--- config.mk ---
export PLATFORM = sky130hd
export DESIGN_NAME = tga_rle_pixel_decoder
export DESIGN_NICKNAME = d
export VERILOG_FILES = /design/src/rtl/core/tga_rle_pkg.sv /design/src/rtl/core/tga_rle_ctrl.sv /design/src/rtl/core/tga_rle_dp.sv /design/src/rtl/core/tga_rle_pixel_decoder.sv
export SDC_FILE = /design/constraint.sdc
export NUM_CORES = 1
export LEC_CHECK = 0
export BUFFER_PORTS_ARGS = -buffer_cell sky130_fd_sc_hd__buf_2
export CORE_ASPECT_RATIO = 0.75
export CORE_MARGIN = 2
export CORE_UTILIZATION = 58
export CTS_BUF_LIST = sky130_fd_sc_hd__clkbuf_8
export DETAILED_ROUTE_END_ITERATION = 8
export PLACE_DENSITY = 0.83
export SETUP_SLACK_MARGIN = 0.4
export SKIP_LAST_GASP = 1
export SYNTH_ARGS = -nofsm -noshare
export SYNTH_HDL_FRONTEND = slang
export SYNTH_SLANG_ARGS = --single-unit
--- constraint.sdc ---
create_clock -name i_clk -period 9.5 [get_ports i_clk]
set_input_delay 0.95 -clock i_clk [delete_from_list [all_inputs] [get_ports i_clk]]
set_output_delay 0.95 -clock i_clk [all_outputs]
set_load 0.05 [all_outputs]
--- src/rtl/core/tga_rle_pkg.sv ---
package tga_rle_pkg;

    localparam int unsigned BYTE_W  = 8;
    localparam int unsigned PIXEL_W = 32;
    localparam int unsigned BPP_W   = 3;
    localparam int unsigned RUN_W   = 8;
    localparam int unsigned POS_W   = 2;
    localparam int unsigned CNT_W   = 2;
    localparam int unsigned ADDR_W  = 1;

    localparam logic [ADDR_W-1:0] REG_BYTES_PER_PIXEL = 1'd0;
    localparam logic [ADDR_W-1:0] REG_RLE_ENABLE      = 1'd1;

    localparam logic [BPP_W-1:0] BPP_RESET = 3'd4;

    localparam int unsigned REPEAT_BIT = 7;

    typedef enum logic {
        ST_ACCEPT,
        ST_REPEAT
    } t_state;

    typedef struct packed {
        logic take;
        logic load_rep;
    } t_cmd;

    typedef struct packed {
        logic out_free;
        logic rep_start;
        logic rep_end;
    } t_sts;

    function automatic logic [CNT_W-1:0] rep_count(input logic [RUN_W-1:0] run);
        rep_count = (run >= RUN_W'(2)) ? CNT_W'(2) : CNT_W'(1);
    endfunction

endpackage

--- src/rtl/core/tga_rle_ctrl.sv ---
module tga_rle_ctrl (
    input  logic              i_clk,
    input  logic              i_rst_n,
    input  logic              i_s_axis_tvalid,
    output logic              o_s_axis_tready,
    input  tga_rle_pkg::t_sts i_sts,
    output tga_rle_pkg::t_cmd o_cmd
);
    import tga_rle_pkg::*;

    t_state r_state;
    t_state n_state;

    always_ff @(posedge i_clk) begin
        if (!i_rst_n) begin
            r_state <= ST_ACCEPT;
        end else begin
            r_state <= n_state;
        end
    end

    always_comb begin
        n_state = r_state;
        case (r_state)
            ST_ACCEPT: begin
                if (o_cmd.take && i_sts.rep_start) begin
                    n_state = ST_REPEAT;
                end
            end
            ST_REPEAT: begin
                if (i_sts.out_free && i_sts.rep_end) begin
                    n_state = ST_ACCEPT;
                end
            end
            default: n_state = ST_ACCEPT;
        endcase
    end

    always_comb begin
        o_s_axis_tready = 1'b0;
        o_cmd           = '0;
        case (r_state)
            ST_ACCEPT: begin
                o_s_axis_tready = i_sts.out_free;
                o_cmd.take      = i_sts.out_free && i_s_axis_tvalid;
            end
            ST_REPEAT: begin
                o_cmd.load_rep = i_sts.out_free;
            end
            default: begin
                o_s_axis_tready = 1'b0;
            end
        endcase
    end

    // a repeat run only leaves expansion once its final beat is loaded
    assert property (@(posedge i_clk) disable iff (!i_rst_n)
        (r_state == ST_REPEAT && !(i_sts.out_free && i_sts.rep_end))
        |=> r_state == ST_REPEAT)
        else $error("repeat expansion left early");

    assert property (@(posedge i_clk) disable iff (!i_rst_n)
        !(o_cmd.take && o_cmd.load_rep))
        else $error("input beat taken during repeat expansion");

    assert property (@(posedge i_clk) disable iff (!i_rst_n)
        (o_cmd.take && i_sts.rep_start) |=> r_state == ST_REPEAT)
        else $error("long repeat run did not start expansion");

endmodule

--- src/rtl/core/tga_rle_dp.sv ---
module tga_rle_dp #(
    parameter int unsigned MAX_PIXEL_BYTES = 4
) (
    input  logic                             i_clk,
    input  logic                             i_rst_n,
    input  logic                             i_cfg_we,
    input  logic [tga_rle_pkg::ADDR_W-1:0]   i_cfg_addr,
    input  logic [tga_rle_pkg::BPP_W-1:0]    i_cfg_wdata,
    input  logic [tga_rle_pkg::BYTE_W-1:0]   i_byte,
    input  tga_rle_pkg::t_cmd                i_cmd,
    output tga_rle_pkg::t_sts                o_sts,
    input  logic                             i_m_axis_tready,
    output logic                             o_valid,
    output logic [tga_rle_pkg::PIXEL_W-1:0]  o_first_pixel,
    output logic [tga_rle_pkg::PIXEL_W-1:0]  o_second_pixel,
    output logic [tga_rle_pkg::CNT_W-1:0]    o_pixel_count,
    output logic                             o_run_last
);
    import tga_rle_pkg::*;

    logic [BPP_W-1:0]   r_bpp;
    logic               r_rle;
    logic [RUN_W-1:0]   r_run;
    logic               r_repeat;
    logic [POS_W-1:0]   r_pos;
    logic [PIXEL_W-1:0] r_asm;
    logic               r_valid;
    logic [PIXEL_W-1:0] r_first;
    logic [PIXEL_W-1:0] r_second;
    logic [CNT_W-1:0]   r_count;
    logic               r_last;

    logic [BPP_W-1:0]   width;
    logic               is_packet;
    logic               pix_done;
    logic               rep_pixel;
    logic [PIXEL_W-1:0] n_asm;
    logic [CNT_W-1:0]   cnt;
    logic               load_any;

    always_comb begin
        width = r_bpp;
        if (r_bpp == '0) begin
            width = BPP_W'(1);
        end else if (r_bpp > BPP_W'(MAX_PIXEL_BYTES)) begin
            width = BPP_W'(MAX_PIXEL_BYTES);
        end
    end

    always_comb begin
        n_asm = r_asm;
        case (r_pos)
            2'd0:    n_asm = {{(PIXEL_W-BYTE_W){1'b0}}, i_byte};
            2'd1:    n_asm = r_asm | {16'd0, i_byte, 8'd0};
            2'd2:    n_asm = r_asm | {8'd0, i_byte, 16'd0};
            2'd3:    n_asm = r_asm | {i_byte, 24'd0};
            default: n_asm = r_asm;
        endcase
    end

    assign is_packet = r_rle && (r_run == '0);
    assign pix_done  = !is_packet && (({1'b0, r_pos} + BPP_W'(1)) >= width);
    assign rep_pixel = pix_done && r_rle && r_repeat;
    assign cnt       = rep_count(r_run);
    assign load_any  = (i_cmd.take && pix_done) || i_cmd.load_rep;

    assign o_sts.out_free  = !r_valid || i_m_axis_tready;
    assign o_sts.rep_start = rep_pixel && (r_run > RUN_W'(2));
    assign o_sts.rep_end   = r_run <= RUN_W'(2);

    always_ff @(posedge i_clk) begin
        if (!i_rst_n) begin
            r_bpp <= BPP_RESET;
            r_rle <= 1'b1;
        end else if (i_cfg_we) begin
            case (i_cfg_addr)
                REG_BYTES_PER_PIXEL: r_bpp <= i_cfg_wdata;
                REG_RLE_ENABLE:      r_rle <= i_cfg_wdata[0];
                default:             r_bpp <= r_bpp;
            endcase
        end
    end

    always_ff @(posedge i_clk) begin
        if (!i_rst_n) begin
            r_run    <= '0;
            r_repeat <= 1'b0;
            r_pos    <= '0;
            r_asm    <= '0;
        end else if (i_cmd.take) begin
            if (is_packet) begin
                r_repeat <= i_byte[REPEAT_BIT];
                r_run    <= {1'b0, i_byte[REPEAT_BIT-1:0]} + RUN_W'(1);
            end else begin
                r_asm <= n_asm;
                r_pos <= pix_done ? '0 : r_pos + POS_W'(1);
                if (pix_done) begin
                    if (rep_pixel) begin
                        r_run <= r_run - RUN_W'(cnt);
                    end else if (r_rle) begin
                        r_run <= r_run - RUN_W'(1);
                    end
                end
            end
        end else if (i_cmd.load_rep) begin
            r_run <= r_run - RUN_W'(cnt);
        end
    end

    always_ff @(posedge i_clk) begin
        if (!i_rst_n) begin
            r_valid <= 1'b0;
        end else if (load_any) begin
            r_valid <= 1'b1;
        end else if (i_m_axis_tready) begin
            r_valid <= 1'b0;
        end
    end

    // output beat register
    always_ff @(posedge i_clk) begin
        if (i_cmd.load_rep) begin
            r_first  <= r_asm;
            r_second <= (cnt == CNT_W'(2)) ? r_asm : '0;
            r_count  <= cnt;
            r_last   <= r_run <= RUN_W'(2);
        end else if (i_cmd.take && pix_done) begin
            r_first <= n_asm;
            if (rep_pixel) begin
                r_second <= (cnt == CNT_W'(2)) ? n_asm : '0;
                r_count  <= cnt;
                r_last   <= r_run <= RUN_W'(2);
            end else begin
                r_second <= '0;
                r_count  <= CNT_W'(1);
                r_last   <= 1'b1;
            end
        end
    end

    assign o_valid        = r_valid;
    assign o_first_pixel  = r_first;
    assign o_second_pixel = r_second;
    assign o_pixel_count  = r_count;
    assign o_run_last     = r_last;

    assert property (@(posedge i_clk) disable iff (!i_rst_n)
        r_run <= RUN_W'(128))
        else $error("run count out of range");

    assert property (@(posedge i_clk) disable iff (!i_rst_n)
        32'(r_pos) < MAX_PIXEL_BYTES)
        else $error("byte position beyond pixel width");

    assert property (@(posedge i_clk) disable iff (!i_rst_n)
        (i_cmd.load_rep && r_run > RUN_W'(2)) |=> r_run == $past(r_run) - RUN_W'(2))
        else $error("repeat run count not stepped by two");

    assert property (@(posedge i_clk) disable iff (!i_rst_n)
        (load_any && r_valid) |-> i_m_axis_tready)
        else $error("output beat overwritten while stalled");

endmodule

--- src/rtl/core/tga_rle_pixel_decoder.sv ---
// tga run-length pixel decoder
//
// slave stream: one image byte per beat on i_s_axis_tdata[7:0]
// master stream: one result per beat, tdata holds first_pixel [31:0],
//   second_pixel [63:32] (zero when one pixel), pixel_count [65:64];
//   tlast marks the last result caused by an input byte
// config: i_cfg_we with i_cfg_addr 0 = bytes_per_pixel, 1 = rle_enable
//
// the first result of a byte that completes a pixel is registered and shows
// on the master side in the cycle after the byte is accepted
// throughput: one byte per cycle for packet, literal and raw bytes while the
// output register is free; a repeat packet of n pixels emits ceil(n/2) results,
// one per cycle while the receiver takes them, and the input is held off while
// the shared output register drains the run
// reset: bytes_per_pixel 4, rle on, decoder waits for a packet byte
// stall: when the receiver holds tready low the output beat holds and the
// input side takes no new byte until that beat is taken
module tga_rle_pixel_decoder #(
    parameter int unsigned MAX_PIXEL_BYTES = 4
) (
    input  logic        i_clk,
    input  logic        i_rst_n,
    input  logic        i_cfg_we,
    input  logic [0:0]  i_cfg_addr,
    input  logic [2:0]  i_cfg_wdata,
    input  logic        i_s_axis_tvalid,
    output logic        o_s_axis_tready,
    input  logic [7:0]  i_s_axis_tdata,   // stream_byte
    output logic        o_m_axis_tvalid,
    input  logic        i_m_axis_tready,
    output logic [71:0] o_m_axis_tdata,   // first_pixel, second_pixel, pixel_count
    output logic        o_m_axis_tlast    // run_last
);
    import tga_rle_pkg::*;

    t_cmd               cmd;
    t_sts               sts;
    logic [PIXEL_W-1:0] first_pixel;
    logic [PIXEL_W-1:0] second_pixel;
    logic [CNT_W-1:0]   pixel_count;

    tga_rle_ctrl u_ctrl (
        .i_clk           (i_clk),
        .i_rst_n         (i_rst_n),
        .i_s_axis_tvalid (i_s_axis_tvalid),
        .o_s_axis_tready (o_s_axis_tready),
        .i_sts           (sts),
        .o_cmd           (cmd)
    );

    tga_rle_dp #(
        .MAX_PIXEL_BYTES (MAX_PIXEL_BYTES)
    ) u_dp (
        .i_clk           (i_clk),
        .i_rst_n         (i_rst_n),
        .i_cfg_we        (i_cfg_we),
        .i_cfg_addr      (i_cfg_addr),
        .i_cfg_wdata     (i_cfg_wdata),
        .i_byte          (i_s_axis_tdata),
        .i_cmd           (cmd),
        .o_sts           (sts),
        .i_m_axis_tready (i_m_axis_tready),
        .o_valid         (o_m_axis_tvalid),
        .o_first_pixel   (first_pixel),
        .o_second_pixel  (second_pixel),
        .o_pixel_count   (pixel_count),
        .o_run_last      (o_m_axis_tlast)
    );

    assign o_m_axis_tdata = {6'd0, pixel_count, second_pixel, first_pixel};

endmodule
==> impl_metrics.yaml <==
place:
  dp_slack_ns: 6.09
  port_buffers: 85
  placed_area_mm2: 0.00590
  gp_congestion: 0.979
  dp.cells: 721
  hpwlAfterDp_mm: 8.83
critical_path:
  critPathBufInv: 2
  r2r_setup_slack_ns: 6.09
  worst-endpoint-required_ns: 9.73
  arrival_ns: 3.64
  crit_family: "simple AND/OR/NAND/NOR gates"
  path_class: "flop to flop"
  worstPathMaxFanout: 19
  slowest_delay_ns: 0.88
  crit_path_end_kind: "flop"
  cp_slowest_cell: "nor3_2"
  path_cells: "inv_1, ha_1, ha_1, a31oi_1, nor3_2, buf_4, a21oi_1, nor4_1"
  crit_top_cell: "ha_1"
  cp-start-kind: "flop"
outcome:
  status: "finished, final reports clean"
sta:
  finalClockSkew_ns: 0.0113
  slew_violations: 0
  rsz0062_at_grt: "no"
  period_needed_ns: 3.41
  fin_ws_ns: 6.09
  timing.setup.tns_ns: 0
  max_slew.worst_pin.slew_ns: 1.08
  fin_crit_sh_pct: 35.9
  slew_headroom_pct: 27.8
  final-setup-viol-count: 0
  hold_viol_final: 0
  fmax_ghz: 0.294
synth:
  yosysTopAreaCellShare_pct: 36.6
  yosysWarnings: 0
  synth_cells: 547
  synthFlopType: "edfxtp_1"
  synth_area_mm2: 0.00549
  synth_edf_count: 67
  yosysUniqueCellTypes: 60
  yosysMostFrequentCell: "edfxtp_1"
  yosysTopAreaCell: "edfxtp_1"
  synthTopCellsByArea: "edfxtp_1 37%, dfxtp_1 18%, a21oi_1 5.8%"
  ys_ff_latch: 116
  ys_seq_area_share_pct: 54.5
  synth_common_cells: "67 x edfxtp_1, 64 x a21oi_1, 64 x nor2_1"
  avgSynthCellArea_um2: 10.0
  synthArstFlopShare_pct: 0
power:
  p_switching_w: 0.000701
  p_leak_nw: 2.35
  vdd_drop_max_uv: 164
  clkPwrFrac_pct: 27.4
  p_per_area_mw_per_mm2: 282
  internal_power_w: 0.00108
  p_sw_share_pct: 39.3
  seq_power_share_pct: 35.8
  total_power_w: 0.00178
  p_comb_share_pct: 36.8
cts:
  clkTransAtPathRegs_ns: 0.07
  ctsHoldBuffers: 0
  cts_tree: "done"
  clock_sinks: 116
  cts_max_level: 4
  ctsResizeCount: 0
  cts_setup_buffers: 0
  clock-root-buffer: "clkbuf_8"
  worstSkewPairLatency_ns: 0.43
  cts_buffer_depth: 2
  numCtsBuffers: 17
layout:
  fin_cells: 752
  layout.nets: 643
  drive_gt1_share_pct: 22.0
  area_growth_syn_to_layout_pct: 15.1
  diodes: 0
  design_area_mm2: 0.00632
route:
  wl_per_cell_um: 18.2
  vias: 4621
  vias_per_cell: 6.14
  drc: 0
  drtAntennaViolNets: 0
  first_iter_violations: 603
  drt-total-wl_mm: 13.6
  dr.pass1.iters: 6
die:
  dieArea_mm2: 0.0103
  core_area_mm2: 0.00912
  chipWidth_um: 116
  ios: 92
  fp-row-count: 30
  initial_utilization_pct: 60.2
  chipHeight_um: 88.3
worst_hold_path:
  min-delay-path-class: "flop to flop"
grt:
  grt_max_degree: 64
  grt_antenna_before_repair: 0
  grt_pass1_vias: 4405
  grt_overflow: 0
  grt_pass1_wl_mm: 21.7
  grt_usage_pct: 27.9
run:
  drv_cap: 0
[power groups by stage]
| stage | sequential (W) | clock (W) | combinational, W |
|---|---|---|---|
| 6_report | 0.000638 | 0.000488 | 0.000657 |
| 5_1_grt | 0.000644 | 0.000511 | 0.000710 |
| 4_1_cts | 0.000636 | 0.000491 | 0.000646 |
| 3_3_place_gp | 0.000643 | 0 | 0.000626 |
| 2_1_floorplan | 0.000735 | 0 | 0.000432 |
| 3_5_place_dp | 0.000646 | 0 | 0.000641 |
[cell usage in the layout (no fill, tap or decap), drive strengths merged, types with 7 or more instances in the layout]
cell type / count
inv: 12
dfxtp: 49
a22oi: 10
a31oi: 14
nor4: 22
nor2: 64
nor3: 12
a21oi: 64
nand3: 17
edfxtp: 67
o21ai: 15
nor2b: 23
and2: 8
nand2: 41
a22o: 8
buf: 89
clkbuf: 17
ha: 13
and3: 7
xor2: 7
[stage by stage]
stage | utilization, % | hold slack, ns
finish | 69.3 | 0.498
global route | 69.3 | 0.499
CTS | 69.3 | 0.492
detailed placement | 64.7 | 0.477
global placement | 64.7 | 0.453
floorplan | - | 0.441
[worst paths after layout]
| check | startpoint | to | cells after the start |
|---|---|---|---|
| hold / removal | u_dp.r_asm[21] | u_dp.r_asm[21] | 2 |
| setup reg to reg | u_dp.r_pos[1] | u_dp.o_second_pixel[30] | 8 |
| hold reg to reg | u_dp.r_asm[21] | u_dp.r_asm[21] | 2 |
| setup / recovery | u_dp.r_pos[1] | u_dp.o_second_pixel[30] | 8 |
[worst reg2reg max path: cells and delay by family (launching register included)]
kind | cells | cell delay, ns
compound gates | 2 | 0.41
flops | 1 | 0.47
simple gates | 2 | 1.21
buf+inv | 2 | 0.53
fa+ha+maj | 2 | 0.61
[registers in the layout, indices dropped and copies added, names as in the netlist, 2 cells and up]
name	cells
u_dp.r_pos	2
u_dp.o_pixel_count	2
u_dp.o_first_pixel	32
u_dp.r_run	8
u_dp.o_second_pixel	32
u_dp.r_bpp	3
u_dp.r_asm	32
[kinds of logic after synthesis]
| kind of cell | count (synthesis) | synth area share, % |
|---|---|---|
| AO/OA/AOI/OAI | 137 | 15.4 |
| XOR/XNOR | 13 | 2.07 |
| adder cells (fa/ha/maj) | 14 | 3.33 |
| buffers and inverters | 57 | 5.08 |
| flip-flops | 116 | 54.5 |
| multiplexers | 2 | 0.387 |
| other | 1 | 0.0683 |
| AND/OR/NAND/NOR | 207 | 19.2 |
[area by class of cell]
type,instances,area (µm²)
clock buffers,17,234
multi-input cells,379,2260
clock inverters,14,186
fillers,684,2800
repair buffers,89,455
inverters,9,33.8
well taps,128,160
flip-flops and latches,116,2990
[routing by layer]
layer  track usage (%)  part of all wire, %  up-vias  routed length (µm)
li1                  -                    -     2101                   -
met1              37.8                   41     2211                5650
met5                 0                    0        -                   0
met4              9.85                  1.7        0                 232
met2              43.2                   46      282                6260
met3              8.29                   11       27                1500
(Power assumes the default switching activity.)
